--- src/snfcs_pkg.sv ---
// Shared types, opcodes and the result generator for the SPI NOR flash sequencer.
// No dependencies.
`timescale 1ns / 1ps
package snfcs_pkg;

	localparam logic [3:0] K_READ   = 4'd0;
	localparam logic [3:0] K_WRITE  = 4'd1;
	localparam logic [3:0] K_SERASE = 4'd2;
	localparam logic [3:0] K_CERASE = 4'd3;
	localparam logic [3:0] K_JEDEC  = 4'd4;
	localparam logic [3:0] K_DEVID  = 4'd5;
	localparam logic [3:0] K_PDOWN  = 4'd6;
	localparam logic [3:0] K_WAKE   = 4'd7;
	localparam logic [3:0] K_DATA   = 4'd8;
	localparam logic [3:0] K_REPLY  = 4'd9;

	localparam logic [7:0] CMD_WREN   = 8'h06;
	localparam logic [7:0] CMD_RDSR   = 8'h05;
	localparam logic [7:0] CMD_READ   = 8'h03;
	localparam logic [7:0] CMD_PP     = 8'h02;
	localparam logic [7:0] CMD_SE     = 8'h20;
	localparam logic [7:0] CMD_CE     = 8'hC7;
	localparam logic [7:0] CMD_JEDEC  = 8'h9F;
	localparam logic [7:0] CMD_RES    = 8'hAB;
	localparam logic [7:0] CMD_DP     = 8'hB9;
	localparam logic [7:0] DUMMY      = 8'hFF;

	typedef enum logic [3:0] {
		S_REJ, S_READ, S_EMPTY, S_PAGE, S_SE, S_CE, S_JEDEC, S_DEVID,
		S_BYTECS, S_RDATA, S_FF, S_CSONLY, S_ERASE2, S_ID, S_DATA
	} seq_t;

	typedef struct packed {
		seq_t        seq;
		logic [2:0]  n;
		logic        pre;
		logic        f;
		logic        done;
		logic [23:0] addr;
		logic [7:0]  bval;
		logic [23:0] idv;
	} desc_t;

	typedef struct packed {
		logic        tx_valid;
		logic [7:0]  tx_byte;
		logic        cs_release;
		logic        expect_reply;
		logic        read_valid;
		logic [7:0]  read_byte;
		logic        id_valid;
		logic [23:0] id_value;
		logic        rejected;
	} res_t;

	function automatic res_t tx(input logic [7:0] b, input logic cs, input logic ex);
		res_t r;
		r = '0;
		r.tx_valid = 1'b1;
		r.tx_byte = b;
		r.cs_release = cs;
		r.expect_reply = ex;
		return r;
	endfunction

	function automatic res_t gen(input desc_t d, input logic [2:0] i);
		res_t r;
		logic [2:0] j;
		r = '0;
		j = i - {2'b0, d.pre};
		case (d.seq)
			S_REJ: r.rejected = 1'b1;
			S_READ: begin
				case (i)
					3'd0: r = tx(CMD_READ, 1'b0, 1'b0);
					3'd1: r = tx(d.addr[23:16], 1'b0, 1'b0);
					3'd2: r = tx(d.addr[15:8], 1'b0, 1'b0);
					3'd3: r = tx(d.addr[7:0], d.n == 3'd4, 1'b0);
					default: r = tx(DUMMY, d.f, 1'b1);
				endcase
			end
			S_PAGE: begin
				if (d.pre && i == 3'd0) begin
					r.cs_release = 1'b1;
				end else begin
					case (j)
						3'd0: r = tx(CMD_WREN, 1'b1, 1'b0);
						3'd1: r = tx(CMD_PP, 1'b0, 1'b0);
						3'd2: r = tx(d.addr[23:16], 1'b0, 1'b0);
						3'd3: r = tx(d.addr[15:8], 1'b0, 1'b0);
						default: r = tx(d.addr[7:0], 1'b0, 1'b0);
					endcase
				end
			end
			S_SE: begin
				case (i)
					3'd0: r = tx(CMD_WREN, 1'b1, 1'b0);
					3'd1: r = tx(CMD_RDSR, 1'b0, 1'b0);
					default: r = tx(DUMMY, 1'b0, 1'b1);
				endcase
			end
			S_CE: begin
				case (i)
					3'd0: r = tx(CMD_WREN, 1'b1, 1'b0);
					3'd1: r = tx(CMD_CE, 1'b1, 1'b0);
					3'd2: r = tx(CMD_RDSR, 1'b0, 1'b0);
					default: r = tx(DUMMY, 1'b0, 1'b1);
				endcase
			end
			S_JEDEC: r = (i == 3'd0) ? tx(CMD_JEDEC, 1'b0, 1'b0) : tx(DUMMY, 1'b0, 1'b1);
			S_DEVID: begin
				case (i)
					3'd0: r = tx(CMD_RES, 1'b0, 1'b0);
					3'd4: r = tx(DUMMY, 1'b1, 1'b1);
					default: r = tx(DUMMY, 1'b0, 1'b0);
				endcase
			end
			S_BYTECS: r = tx(d.bval, 1'b1, 1'b0);
			S_RDATA: begin
				if (i == 3'd0) begin
					r.read_valid = 1'b1;
					r.read_byte = d.bval;
				end else begin
					r = tx(DUMMY, d.f, 1'b1);
				end
			end
			S_FF: r = tx(DUMMY, d.f, 1'b1);
			S_CSONLY: r.cs_release = 1'b1;
			S_ERASE2: begin
				case (i)
					3'd0: r.cs_release = 1'b1;
					3'd1: r = tx(CMD_SE, 1'b0, 1'b0);
					3'd2: r = tx(d.addr[23:16], 1'b0, 1'b0);
					3'd3: r = tx(d.addr[15:8], 1'b0, 1'b0);
					3'd4: r = tx(d.addr[7:0], 1'b1, 1'b0);
					3'd5: r = tx(CMD_RDSR, 1'b0, 1'b0);
					default: r = tx(DUMMY, 1'b0, 1'b1);
				endcase
			end
			S_ID: begin
				r.id_valid = 1'b1;
				r.id_value = d.idv;
			end
			S_DATA: begin
				case (i)
					3'd0: r = tx(d.bval, d.f, 1'b0);
					3'd1: r = tx(CMD_RDSR, 1'b0, 1'b0);
					default: r = tx(DUMMY, 1'b0, 1'b1);
				endcase
			end
			default: r = '0;
		endcase
		return r;
	endfunction

endpackage

--- src/snfcs_if.sv ---
// Request and result channel interfaces of the flash sequencer.
// No dependencies.
`timescale 1ns / 1ps
interface snfcs_req_if;
	logic        valid;
	logic        ready;
	logic [3:0]  kind;
	logic [23:0] address;
	logic [23:0] length;
	logic [7:0]  data_byte;
	modport source (output valid, kind, address, length, data_byte, input ready);
	modport sink (input valid, kind, address, length, data_byte, output ready);
endinterface

interface snfcs_res_if;
	logic        valid;
	logic        ready;
	logic        tx_valid;
	logic [7:0]  tx_byte;
	logic        cs_release;
	logic        expect_reply;
	logic        read_valid;
	logic [7:0]  read_byte;
	logic        id_valid;
	logic [23:0] id_value;
	logic        op_done;
	logic        rejected;
	logic        last;
	modport source (output valid, tx_valid, tx_byte, cs_release, expect_reply, read_valid,
		read_byte, id_valid, id_value, op_done, rejected, last, input ready);
	modport sink (input valid, tx_valid, tx_byte, cs_release, expect_reply, read_valid,
		read_byte, id_valid, id_value, op_done, rejected, last, output ready);
endinterface

--- src/snfcs_front.sv ---
// Front end: accepts requests, holds the protocol state and emits sequence descriptors.
// Depends on snfcs_pkg and snfcs_if.
`timescale 1ns / 1ps
module snfcs_front #(
	parameter int PAGE_BYTES = 256,
	parameter int ADDRESS_BITS = 24
) (
	input  logic             clk,
	input  logic             arst_n,
	snfcs_req_if.sink        req,
	output logic             push,
	output snfcs_pkg::desc_t push_desc,
	input  logic             full
);
	import snfcs_pkg::*;

	localparam int PW = $clog2(PAGE_BYTES + 1);

	typedef enum logic [2:0] {
		PH_IDLE, PH_RDATA, PH_WDATA, PH_WPOLL, PH_EPOLL1, PH_EPOLL2, PH_JEDEC, PH_DEVID
	} phase_t;

	phase_t                  phase_q, phase_d;
	logic [ADDRESS_BITS-1:0] cursor_q, cursor_d, a;
	logic [23:0]             rem_q, rem_d, rem_m1;
	logic [PW-1:0]           pbl_q, pbl_d, pbl_m1;
	logic [23:0]             acc_q, acc_d;
	logic [2:0]              rc_q, rc_d;
	desc_t                   d;

	function automatic logic [PW-1:0] page_fill(input logic [ADDRESS_BITS-1:0] ad,
		input logic [23:0] r);
		logic [PW-1:0] room;
		room = PW'(PAGE_BYTES) - PW'(ad % PAGE_BYTES);
		return (24'(room) < r) ? room : r[PW-1:0];
	endfunction

	assign req.ready = !full;
	assign push = req.valid && req.ready;
	assign push_desc = d;
	assign a = req.address[ADDRESS_BITS-1:0];
	assign rem_m1 = rem_q - 24'd1;
	assign pbl_m1 = (pbl_q != '0) ? pbl_q - PW'(1) : '0;

	always_comb begin
		phase_d = phase_q;
		cursor_d = cursor_q;
		rem_d = rem_q;
		pbl_d = pbl_q;
		acc_d = acc_q;
		rc_d = rc_q;
		d = '0;
		d.seq = S_REJ;
		d.n = 3'd1;
		d.done = 1'b0;
		d.bval = req.data_byte;
		d.addr = 24'(cursor_q);
		if (req.kind <= K_WAKE) begin
			if (phase_q == PH_IDLE) begin
				case (req.kind)
					K_READ: begin
						d.seq = S_READ;
						d.addr = 24'(a);
						if (req.length == '0) begin
							d.n = 3'd4;
							d.done = 1'b1;
						end else begin
							d.n = 3'd5;
							d.f = req.length == 24'd1;
							rem_d = req.length;
							phase_d = PH_RDATA;
						end
					end
					K_WRITE: begin
						if (req.length == '0) begin
							d.seq = S_EMPTY;
							d.done = 1'b1;
						end else begin
							d.seq = S_PAGE;
							d.n = 3'd5;
							d.addr = 24'(a);
							cursor_d = a;
							rem_d = req.length;
							pbl_d = page_fill(a, req.length);
							phase_d = PH_WDATA;
						end
					end
					K_SERASE: begin
						d.seq = S_SE;
						d.n = 3'd3;
						cursor_d = a;
						phase_d = PH_EPOLL1;
					end
					K_CERASE: begin
						d.seq = S_CE;
						d.n = 3'd4;
						phase_d = PH_EPOLL2;
					end
					K_JEDEC: begin
						d.seq = S_JEDEC;
						d.n = 3'd2;
						acc_d = '0;
						rc_d = '0;
						phase_d = PH_JEDEC;
					end
					K_DEVID: begin
						d.seq = S_DEVID;
						d.n = 3'd5;
						phase_d = PH_DEVID;
					end
					K_PDOWN: begin
						d.seq = S_BYTECS;
						d.bval = CMD_DP;
						d.done = 1'b1;
					end
					default: begin
						d.seq = S_BYTECS;
						d.bval = CMD_RES;
						d.done = 1'b1;
					end
				endcase
			end
		end else if (req.kind == K_DATA) begin
			if (phase_q == PH_WDATA) begin
				pbl_d = pbl_m1;
				rem_d = rem_m1;
				cursor_d = cursor_q + ADDRESS_BITS'(1);
				d.seq = S_DATA;
				if (pbl_m1 == '0 || rem_m1 == '0) begin
					d.n = 3'd3;
					d.f = 1'b1;
					phase_d = PH_WPOLL;
				end
			end
		end else if (req.kind == K_REPLY) begin
			case (phase_q)
				PH_RDATA: begin
					d.seq = S_RDATA;
					rem_d = rem_m1;
					if (rem_m1 == '0) begin
						d.done = 1'b1;
						phase_d = PH_IDLE;
					end else begin
						d.n = 3'd2;
						d.f = rem_m1 == 24'd1;
					end
				end
				PH_WPOLL, PH_EPOLL1, PH_EPOLL2: begin
					if (req.data_byte[0]) begin
						d.seq = S_FF;
					end else if (phase_q == PH_EPOLL1) begin
						d.seq = S_ERASE2;
						d.n = 3'd7;
						phase_d = PH_EPOLL2;
					end else if (phase_q == PH_EPOLL2 || rem_q == '0) begin
						d.seq = S_CSONLY;
						d.done = 1'b1;
						phase_d = PH_IDLE;
					end else begin
						d.seq = S_PAGE;
						d.pre = 1'b1;
						d.n = 3'd6;
						pbl_d = page_fill(cursor_q, rem_q);
						phase_d = PH_WDATA;
					end
				end
				PH_JEDEC: begin
					acc_d = {acc_q[15:0], req.data_byte};
					rc_d = rc_q + 3'd1;
					if (rc_d >= 3'd3) begin
						d.seq = S_ID;
						d.idv = acc_d;
						d.done = 1'b1;
						phase_d = PH_IDLE;
					end else begin
						d.seq = S_FF;
						d.f = rc_d == 3'd2;
					end
				end
				PH_DEVID: begin
					acc_d = {16'd0, req.data_byte};
					d.seq = S_ID;
					d.idv = acc_d;
					d.done = 1'b1;
					phase_d = PH_IDLE;
				end
				default: d.seq = S_REJ;
			endcase
		end
	end

	always_ff @(posedge clk or negedge arst_n) begin
		if (!arst_n) begin
			phase_q <= PH_IDLE;
			cursor_q <= '0;
			rem_q <= '0;
			pbl_q <= '0;
			acc_q <= '0;
			rc_q <= '0;
		end else if (push) begin
			phase_q <= phase_d;
			cursor_q <= cursor_d;
			rem_q <= rem_d;
			pbl_q <= pbl_d;
			acc_q <= acc_d;
			rc_q <= rc_d;
		end
	end

endmodule

--- src/snfcs_queue.sv ---
// Two-entry descriptor queue between the front and back ends.
// Depends on snfcs_pkg.
`timescale 1ns / 1ps
module snfcs_queue (
	input  logic             clk,
	input  logic             arst_n,
	input  logic             push,
	input  snfcs_pkg::desc_t push_desc,
	output logic             full,
	input  logic             pop,
	output logic             empty,
	output snfcs_pkg::desc_t head
);
	import snfcs_pkg::*;

	desc_t      mem_q [2];
	logic       wr_q, rd_q;
	logic [1:0] cnt_q;

	assign full = cnt_q == 2'd2;
	assign empty = cnt_q == 2'd0;
	assign head = mem_q[rd_q];

	always_ff @(posedge clk) begin
		if (push) begin
			mem_q[wr_q] <= push_desc;
		end
	end

	always_ff @(posedge clk or negedge arst_n) begin
		if (!arst_n) begin
			wr_q <= 1'b0;
			rd_q <= 1'b0;
			cnt_q <= '0;
		end else begin
			if (push) wr_q <= !wr_q;
			if (pop) rd_q <= !rd_q;
			cnt_q <= cnt_q + 2'(push) - 2'(pop);
		end
	end

endmodule

--- src/snfcs_back.sv ---
// Back end: expands the head descriptor into result transfers, one per cycle while the result channel is ready.
// Depends on snfcs_pkg and snfcs_if.
`timescale 1ns / 1ps
module snfcs_back (
	input  logic             clk,
	input  logic             arst_n,
	input  logic             empty,
	input  snfcs_pkg::desc_t head,
	output logic             pop,
	snfcs_res_if.source      res
);
	import snfcs_pkg::*;

	logic [2:0] idx_q;
	logic       fin;
	res_t       r;

	assign r = gen(head, idx_q);
	assign fin = idx_q == head.n - 3'd1;
	assign pop = res.valid && res.ready && fin;

	assign res.valid = !empty;
	assign res.tx_valid = r.tx_valid;
	assign res.tx_byte = r.tx_byte;
	assign res.cs_release = r.cs_release;
	assign res.expect_reply = r.expect_reply;
	assign res.read_valid = r.read_valid;
	assign res.read_byte = r.read_byte;
	assign res.id_valid = r.id_valid;
	assign res.id_value = r.id_value;
	assign res.rejected = r.rejected;
	assign res.last = fin;
	assign res.op_done = fin && head.done;

	always_ff @(posedge clk or negedge arst_n) begin
		if (!arst_n) begin
			idx_q <= '0;
		end else if (res.valid && res.ready) begin
			idx_q <= fin ? 3'd0 : idx_q + 3'd1;
		end
	end

endmodule

--- src/spi_nor_flash_command_sequencer_core.sv ---
// SPI NOR flash command sequencer. Each request, write data byte or shifter reply is
// accepted while the two-entry descriptor queue has room; the back end then emits one
// result transfer per cycle while the result channel is ready, and an item produces at
// most seven results. Write data is split at PAGE_BYTES boundaries.
// Depends on snfcs_pkg, snfcs_if, snfcs_front, snfcs_queue and snfcs_back.
`timescale 1ns / 1ps
module spi_nor_flash_command_sequencer_core #(
	parameter int PAGE_BYTES = 256,
	parameter int ADDRESS_BITS = 24
) (
	input  logic        clk,
	input  logic        arst_n,
	snfcs_req_if.sink   req,
	snfcs_res_if.source res
);
	import snfcs_pkg::*;

	logic  push, full, pop, empty;
	desc_t push_desc, head;

	snfcs_front #(.PAGE_BYTES(PAGE_BYTES), .ADDRESS_BITS(ADDRESS_BITS)) u_front (
		.clk(clk), .arst_n(arst_n), .req(req),
		.push(push), .push_desc(push_desc), .full(full)
	);

	snfcs_queue u_queue (
		.clk(clk), .arst_n(arst_n), .push(push), .push_desc(push_desc), .full(full),
		.pop(pop), .empty(empty), .head(head)
	);

	snfcs_back u_back (
		.clk(clk), .arst_n(arst_n), .empty(empty), .head(head), .pop(pop), .res(res)
	);

endmodule

--- src/flat_wrapper.sv ---
// flat-port wrapper written by rule: the top's interface ports become plain ports
module spi_nor_flash_command_sequencer_core_flat import snfcs_pkg::*;
#(
	parameter int PAGE_BYTES = 256,
	parameter int ADDRESS_BITS = 24
)
  (clk, arst_n, req_valid, req_kind, req_address, req_length, req_data_byte, req_ready, res_valid, res_tx_valid, res_tx_byte, res_cs_release, res_expect_reply, res_read_valid, res_read_byte, res_id_valid, res_id_value, res_op_done, res_rejected, res_last, res_ready);
  snfcs_req_if req_i ();
  snfcs_res_if res_i ();
  input  logic clk;
  input  logic arst_n;
  input wire logic [$bits(req_i.valid)-1:0] req_valid;
  input wire logic [$bits(req_i.kind)-1:0] req_kind;
  input wire logic [$bits(req_i.address)-1:0] req_address;
  input wire logic [$bits(req_i.length)-1:0] req_length;
  input wire logic [$bits(req_i.data_byte)-1:0] req_data_byte;
  output wire logic [$bits(req_i.ready)-1:0] req_ready;
  output wire logic [$bits(res_i.valid)-1:0] res_valid;
  output wire logic [$bits(res_i.tx_valid)-1:0] res_tx_valid;
  output wire logic [$bits(res_i.tx_byte)-1:0] res_tx_byte;
  output wire logic [$bits(res_i.cs_release)-1:0] res_cs_release;
  output wire logic [$bits(res_i.expect_reply)-1:0] res_expect_reply;
  output wire logic [$bits(res_i.read_valid)-1:0] res_read_valid;
  output wire logic [$bits(res_i.read_byte)-1:0] res_read_byte;
  output wire logic [$bits(res_i.id_valid)-1:0] res_id_valid;
  output wire logic [$bits(res_i.id_value)-1:0] res_id_value;
  output wire logic [$bits(res_i.op_done)-1:0] res_op_done;
  output wire logic [$bits(res_i.rejected)-1:0] res_rejected;
  output wire logic [$bits(res_i.last)-1:0] res_last;
  input wire logic [$bits(res_i.ready)-1:0] res_ready;
  assign req_i.valid = req_valid;
  assign req_i.kind = req_kind;
  assign req_i.address = req_address;
  assign req_i.length = req_length;
  assign req_i.data_byte = req_data_byte;
  assign req_ready = req_i.ready;
  assign res_valid = res_i.valid;
  assign res_tx_valid = res_i.tx_valid;
  assign res_tx_byte = res_i.tx_byte;
  assign res_cs_release = res_i.cs_release;
  assign res_expect_reply = res_i.expect_reply;
  assign res_read_valid = res_i.read_valid;
  assign res_read_byte = res_i.read_byte;
  assign res_id_valid = res_i.id_valid;
  assign res_id_value = res_i.id_value;
  assign res_op_done = res_i.op_done;
  assign res_rejected = res_i.rejected;
  assign res_last = res_i.last;
  assign res_i.ready = res_ready;
  spi_nor_flash_command_sequencer_core #(.PAGE_BYTES(PAGE_BYTES), .ADDRESS_BITS(ADDRESS_BITS)) u_core (.clk(clk), .arst_n(arst_n), .req(req_i), .res(res_i));
endmodule
--- config.mk ---
export PLATFORM = sky130hd
export DESIGN_NAME = spi_nor_flash_command_sequencer_core_flat
export DESIGN_NICKNAME = d
export VERILOG_FILES = /design/src/snfcs_pkg.sv /design/src/snfcs_if.sv /design/src/snfcs_front.sv /design/src/snfcs_queue.sv /design/src/snfcs_back.sv /design/src/spi_nor_flash_command_sequencer_core.sv /design/src/flat_wrapper.sv
export SDC_FILE = /design/constraint.sdc
export NUM_CORES = 1
export LEC_CHECK = 0
export BUFFER_PORTS_ARGS = -buffer_cell sky130_fd_sc_hd__buf_2
export CELL_PAD_IN_SITES_DETAIL_PLACEMENT = 0
export CELL_PAD_IN_SITES_GLOBAL_PLACEMENT = 2
export CORE_ASPECT_RATIO = 0.7
export CORE_MARGIN = 2
export CORE_UTILIZATION = 40
export CTS_BUF_LIST = sky130_fd_sc_hd__clkbuf_4 sky130_fd_sc_hd__clkbuf_8
export CTS_CLUSTER_SIZE = 25
export DETAILED_ROUTE_END_ITERATION = 10
export PLACE_DENSITY_LB_ADDON = 0.1
export SYNTH_ARGS = -nofsm -noshare
export SYNTH_HDL_FRONTEND = slang
export SYNTH_HIERARCHICAL = 1
export SYNTH_SLANG_ARGS = --single-unit
--- constraint.sdc ---
create_clock -name clk -period 6.1 [get_ports clk]
set_input_delay 0.305 -clock clk [delete_from_list [all_inputs] [get_ports clk]]
set_output_delay 0.305 -clock clk [all_outputs]
set_load 0.02 [all_outputs]
==> impl_metrics.toml <==
[floorplan]
coreArea_um2 = 34900
boundaryPins = 114
rows = 57
start_util_pct = 40.8
die_area_um2 = 37100
die_w_um = 229
die_y_um = 162

[pwr]
p_per_area_nw_per_um2 = 460
finalPower_uw = 7310
max-vdd-ir-drop_mv = 0.259
power.leakage_uw = 0.00624
seqPwrFrac_pct = 33.6
clockPowerShare_pct = 20.2
p_comb_share_pct = 46.2
swShare_pct = 43.7
p_sw_uw = 3200
cellInternalPower_uw = 4120

[logic_synthesis]
ys_types = 88
ys_ff_latch = 218
syn_avg_cell_area_um2 = 9.77
yosys-top-cells-area = "edfxtp_1, dfrtp_1, mux2_2, mux2_4, ha_1"
synth-main-ff-cell = "edfxtp_1"
netlist_area_um2 = 14200
async_reset_ff_share_pct = 39.4
synth_nets = 1558
synth_top_area_share_pct = 27.9
synth_top_cell_by_area = "edfxtp_1"
synth_most_common_cell = "edfxtp_1"
synthTopCellsByCount = "edfxtp_1, nor2_1, a21oi_1"
synth_warnings = 6
syn_inst = 1456
synth_edf_count = 132
yosysSeqAreaShare_pct = 43.0

[critical_path]
crit_chain = "mux2_2 -> ha_1 -> ha_1 -> xor2_1 -> a2111oi_0 -> nor2_1 -> a21oi_1 -> o211ai_1 -> buf_2"
ff2ff_path_depth = 10
path_buf_inv = 1
cp_max_fo = 44
required_ps = 5790
slowest_stage = "dfrtp_4"
crit_family = "flip-flops"
r2r-end = "u_core/u_queue/mem_q[1][60]"
crit_path_max_incr_delay_ps = 860
path_common_cell = "ha_1"
worst_setup_path_end_kind = "output port"
regToRegSetupSlack_ps = 2250
cp.depth = 9
critPathArrivalTime_ps = 3990
path_class = "reg -> out"
start_kind = "flop"
reg2reg_from = "u_core/u_front/rem_q[1]"

[global_routing]
grt_pass1_vias = 10976
grt_max_degree = 71
antenna_found_initial = 0
grt_pass1_wl_um = 66400
grt_usage_pct = 22.8
grt-ovfl-total = 0

[run_status]
run_status = "completed"

[min_path]
hold-path-endpoint = "u_core/u_front/rem_q[15]"
hold_path_depth = 3
hold_class = "in -> reg"
hold_start = "req_length[15]"

[sta]
fin_setup_tns_ps = 0
min_period_ps = 4300
max_slew_margin_pct = 21.9
timing.fmax_mhz = 233
period_share_pct = 70.5
skew_ps = 30.3
slew_viol_final = 0
worstMarginPinSlew_ps = 1160
hold_viol = 0
finalSetupViolCount = 0
grt_setup_unrepaired = "false"

[final_layout]
final_layout_size_suffix_gt1_share_pct = 20.4
num-fill-cells = 3391
seq_area_um2 = 6120
multiInputGateArea_um2 = 7420
final_nets = 1623
fin_util_pct = 45.6
diodes = 0
area_delta_synth_final_pct = 11.8

[clock_network]
post_cts_resize_count = 0
clk_latency_ps = 570
clock_tree.buffer_depth = 3
cts_max_level = 2
clock-root-buffer = "clkbuf_8"
path_clk_slew_ps = 70
cts_tree = "yes"
cts_setup_buffers = 0
cts_sinks = 218
cts_made_buffers = 39
holdBufCountCts = 3

[placed_design]
place.gp.congestion = 0.873
portBuffers = 113
dp_hpwl_um = 30100

[route]
via_count = 11923
wl_per_cell_um = 21.3
ant_nets = 0
via_per_inst = 5.89
drcViolationCount = 0
drt_pass1_iterations = 7
wl_um = 43200
drt_iter0_drc = 1230

[flow_run]
drv_cap = 0
## per-layer routing
layer	track usage [%]	part of all wire [%]
met2	32.4	42
met1	36.4	51
met5	0	0
met3	3.84	6.2
met4	3.93	1.2
## state kept, by name (all words and copies together) (netlist names)
name / count
u_core/u_front/phase_q: 3
u_core/u_front/rc_q: 3
u_core/u_queue/wr_q: 1
u_core/u_queue/mem_q: 132
u_core/u_front/cursor_q: 24
u_core/u_queue/cnt_q: 2
u_core/u_front/acc_q: 16
u_core/u_back/idx_q: 3
u_core/u_front/rem_q: 24
u_core/u_front/pbl_q: 9
u_core/u_queue/rd_q: 1
## final cells by class
class                           instances  share of cell area [%]
Timing Repair Buffer                  128                    4.33
Sequential cell                       218                    38.5
Inverter                               68                    1.60
Clock inverter                         20                    1.18
Tap cell                              472                    3.71
Clock buffer                           52                    4.03
Multi-Input combinational cell       1066                    46.7
## power groups by stage
stage | Clock [µW] | Combinational (µW) | Sequential, µW
6_report | 1480 | 3380 | 2460
5_1_grt | 1590 | 3690 | 2520
4_1_cts | 1520 | 3360 | 2460
3_5_place_dp | 0 | 3330 | 2480
3_3_place_gp | 0 | 3330 | 2470
2_1_floorplan | 0 | 2630 | 2240
## logic make-up (layout without fill, tap and decap cells)
kind of cell	count (synthesis)	count (layout)	share of synthesized area (%)
simple gates	482	482	17.8
compound gates	393	393	18.3
flops	218	218	43.0
buf+inv	172	268	5.18
mux	121	121	10.2
fa+ha+maj	38	38	3.34
xor+xnor	32	32	2.08
## worst max-delay path by stage
stage | start | endpoint | slack (ps)
floorplan | u_core/u_queue/cnt_q[1] | u_core/u_queue/mem_q[0][0] | 1720
global placement | req_length[9] | u_core/u_front/cursor_q[5] | 2230
detailed placement | req_length[9] | u_core/u_front/cursor_q[5] | 2190
CTS | u_core/u_queue/rd_q | res_tx_byte[7] | 1810
global route | u_core/u_queue/rd_q | res_tx_byte[4] | 1630
finish | u_core/u_queue/rd_q | res_tx_byte[1] | 1800
## placed cells by master, fill, tap and decap left out, types with 6 or more instances in the layout
cell      synthesis  routed
or3_1            16      16
ha_1             38      38
mux2_4           32      32
a21boi_0          7       7
clkbuf_8          0      40
a211oi_1         16      15
nor4_1           20      19
o22a_1            8       8
a21o_1            8       8
edfxtp_1        132     132
buf_4             2      13
a222oi_1         12      12
nor3_2            6       6
o21ai_1           8       8
dfrtp_1          86      85
nor2_1           97      97
nand3_1          71      71
o22ai_1          50      50
nand2_1          82      82
mux2i_1          23      23
clkbuf_4          0      12
a31oi_1          12      12
o21ai_0          87      87
nand4_1          22      22
nor3_1           33      33
nor2b_1          15      14
nand2b_1         16      16
inv_1            67      67
xor2_1           12      12
xnor2_1          19      19
mux2_2           62      62
buf_2            30     111
o211ai_1         16      16
o21a_1            7       7
a21oi_1          88      87
clkinv_1          0       9
and2_1           62      61
and3_1           12      12
a221oi_1          6       6
o31ai_1          18      17
## through the flow
stage | cells | hold WS [ps] | instance area, µm² | setup WS, ps
6_report | 2024 | 40.0 | 15900 | 1800
3_3_place_gp | 1948 | 357 | 15000 | 2230
2_1_floorplan | 1456 | 9.41 | 14200 | 1720
4_1_cts | 2023 | 3.66 | 15900 | 1810
3_5_place_dp | 1948 | 351 | 15000 | 2190
5_1_grt | 2024 | 36.5 | 15900 | 1630
## worst reg2reg max path, cell delays in order, from the launching register on
cell and delay [ps]:
dfrtp_1 490, inv_1 230, ha_1 440, nor3b_1 500, and3_1 340, nand4_1 180, xnor2_1 240, nor4_4 350
and3_4 300, nor3_2 60, or3_1 420
(Power assumes the default switching activity.)
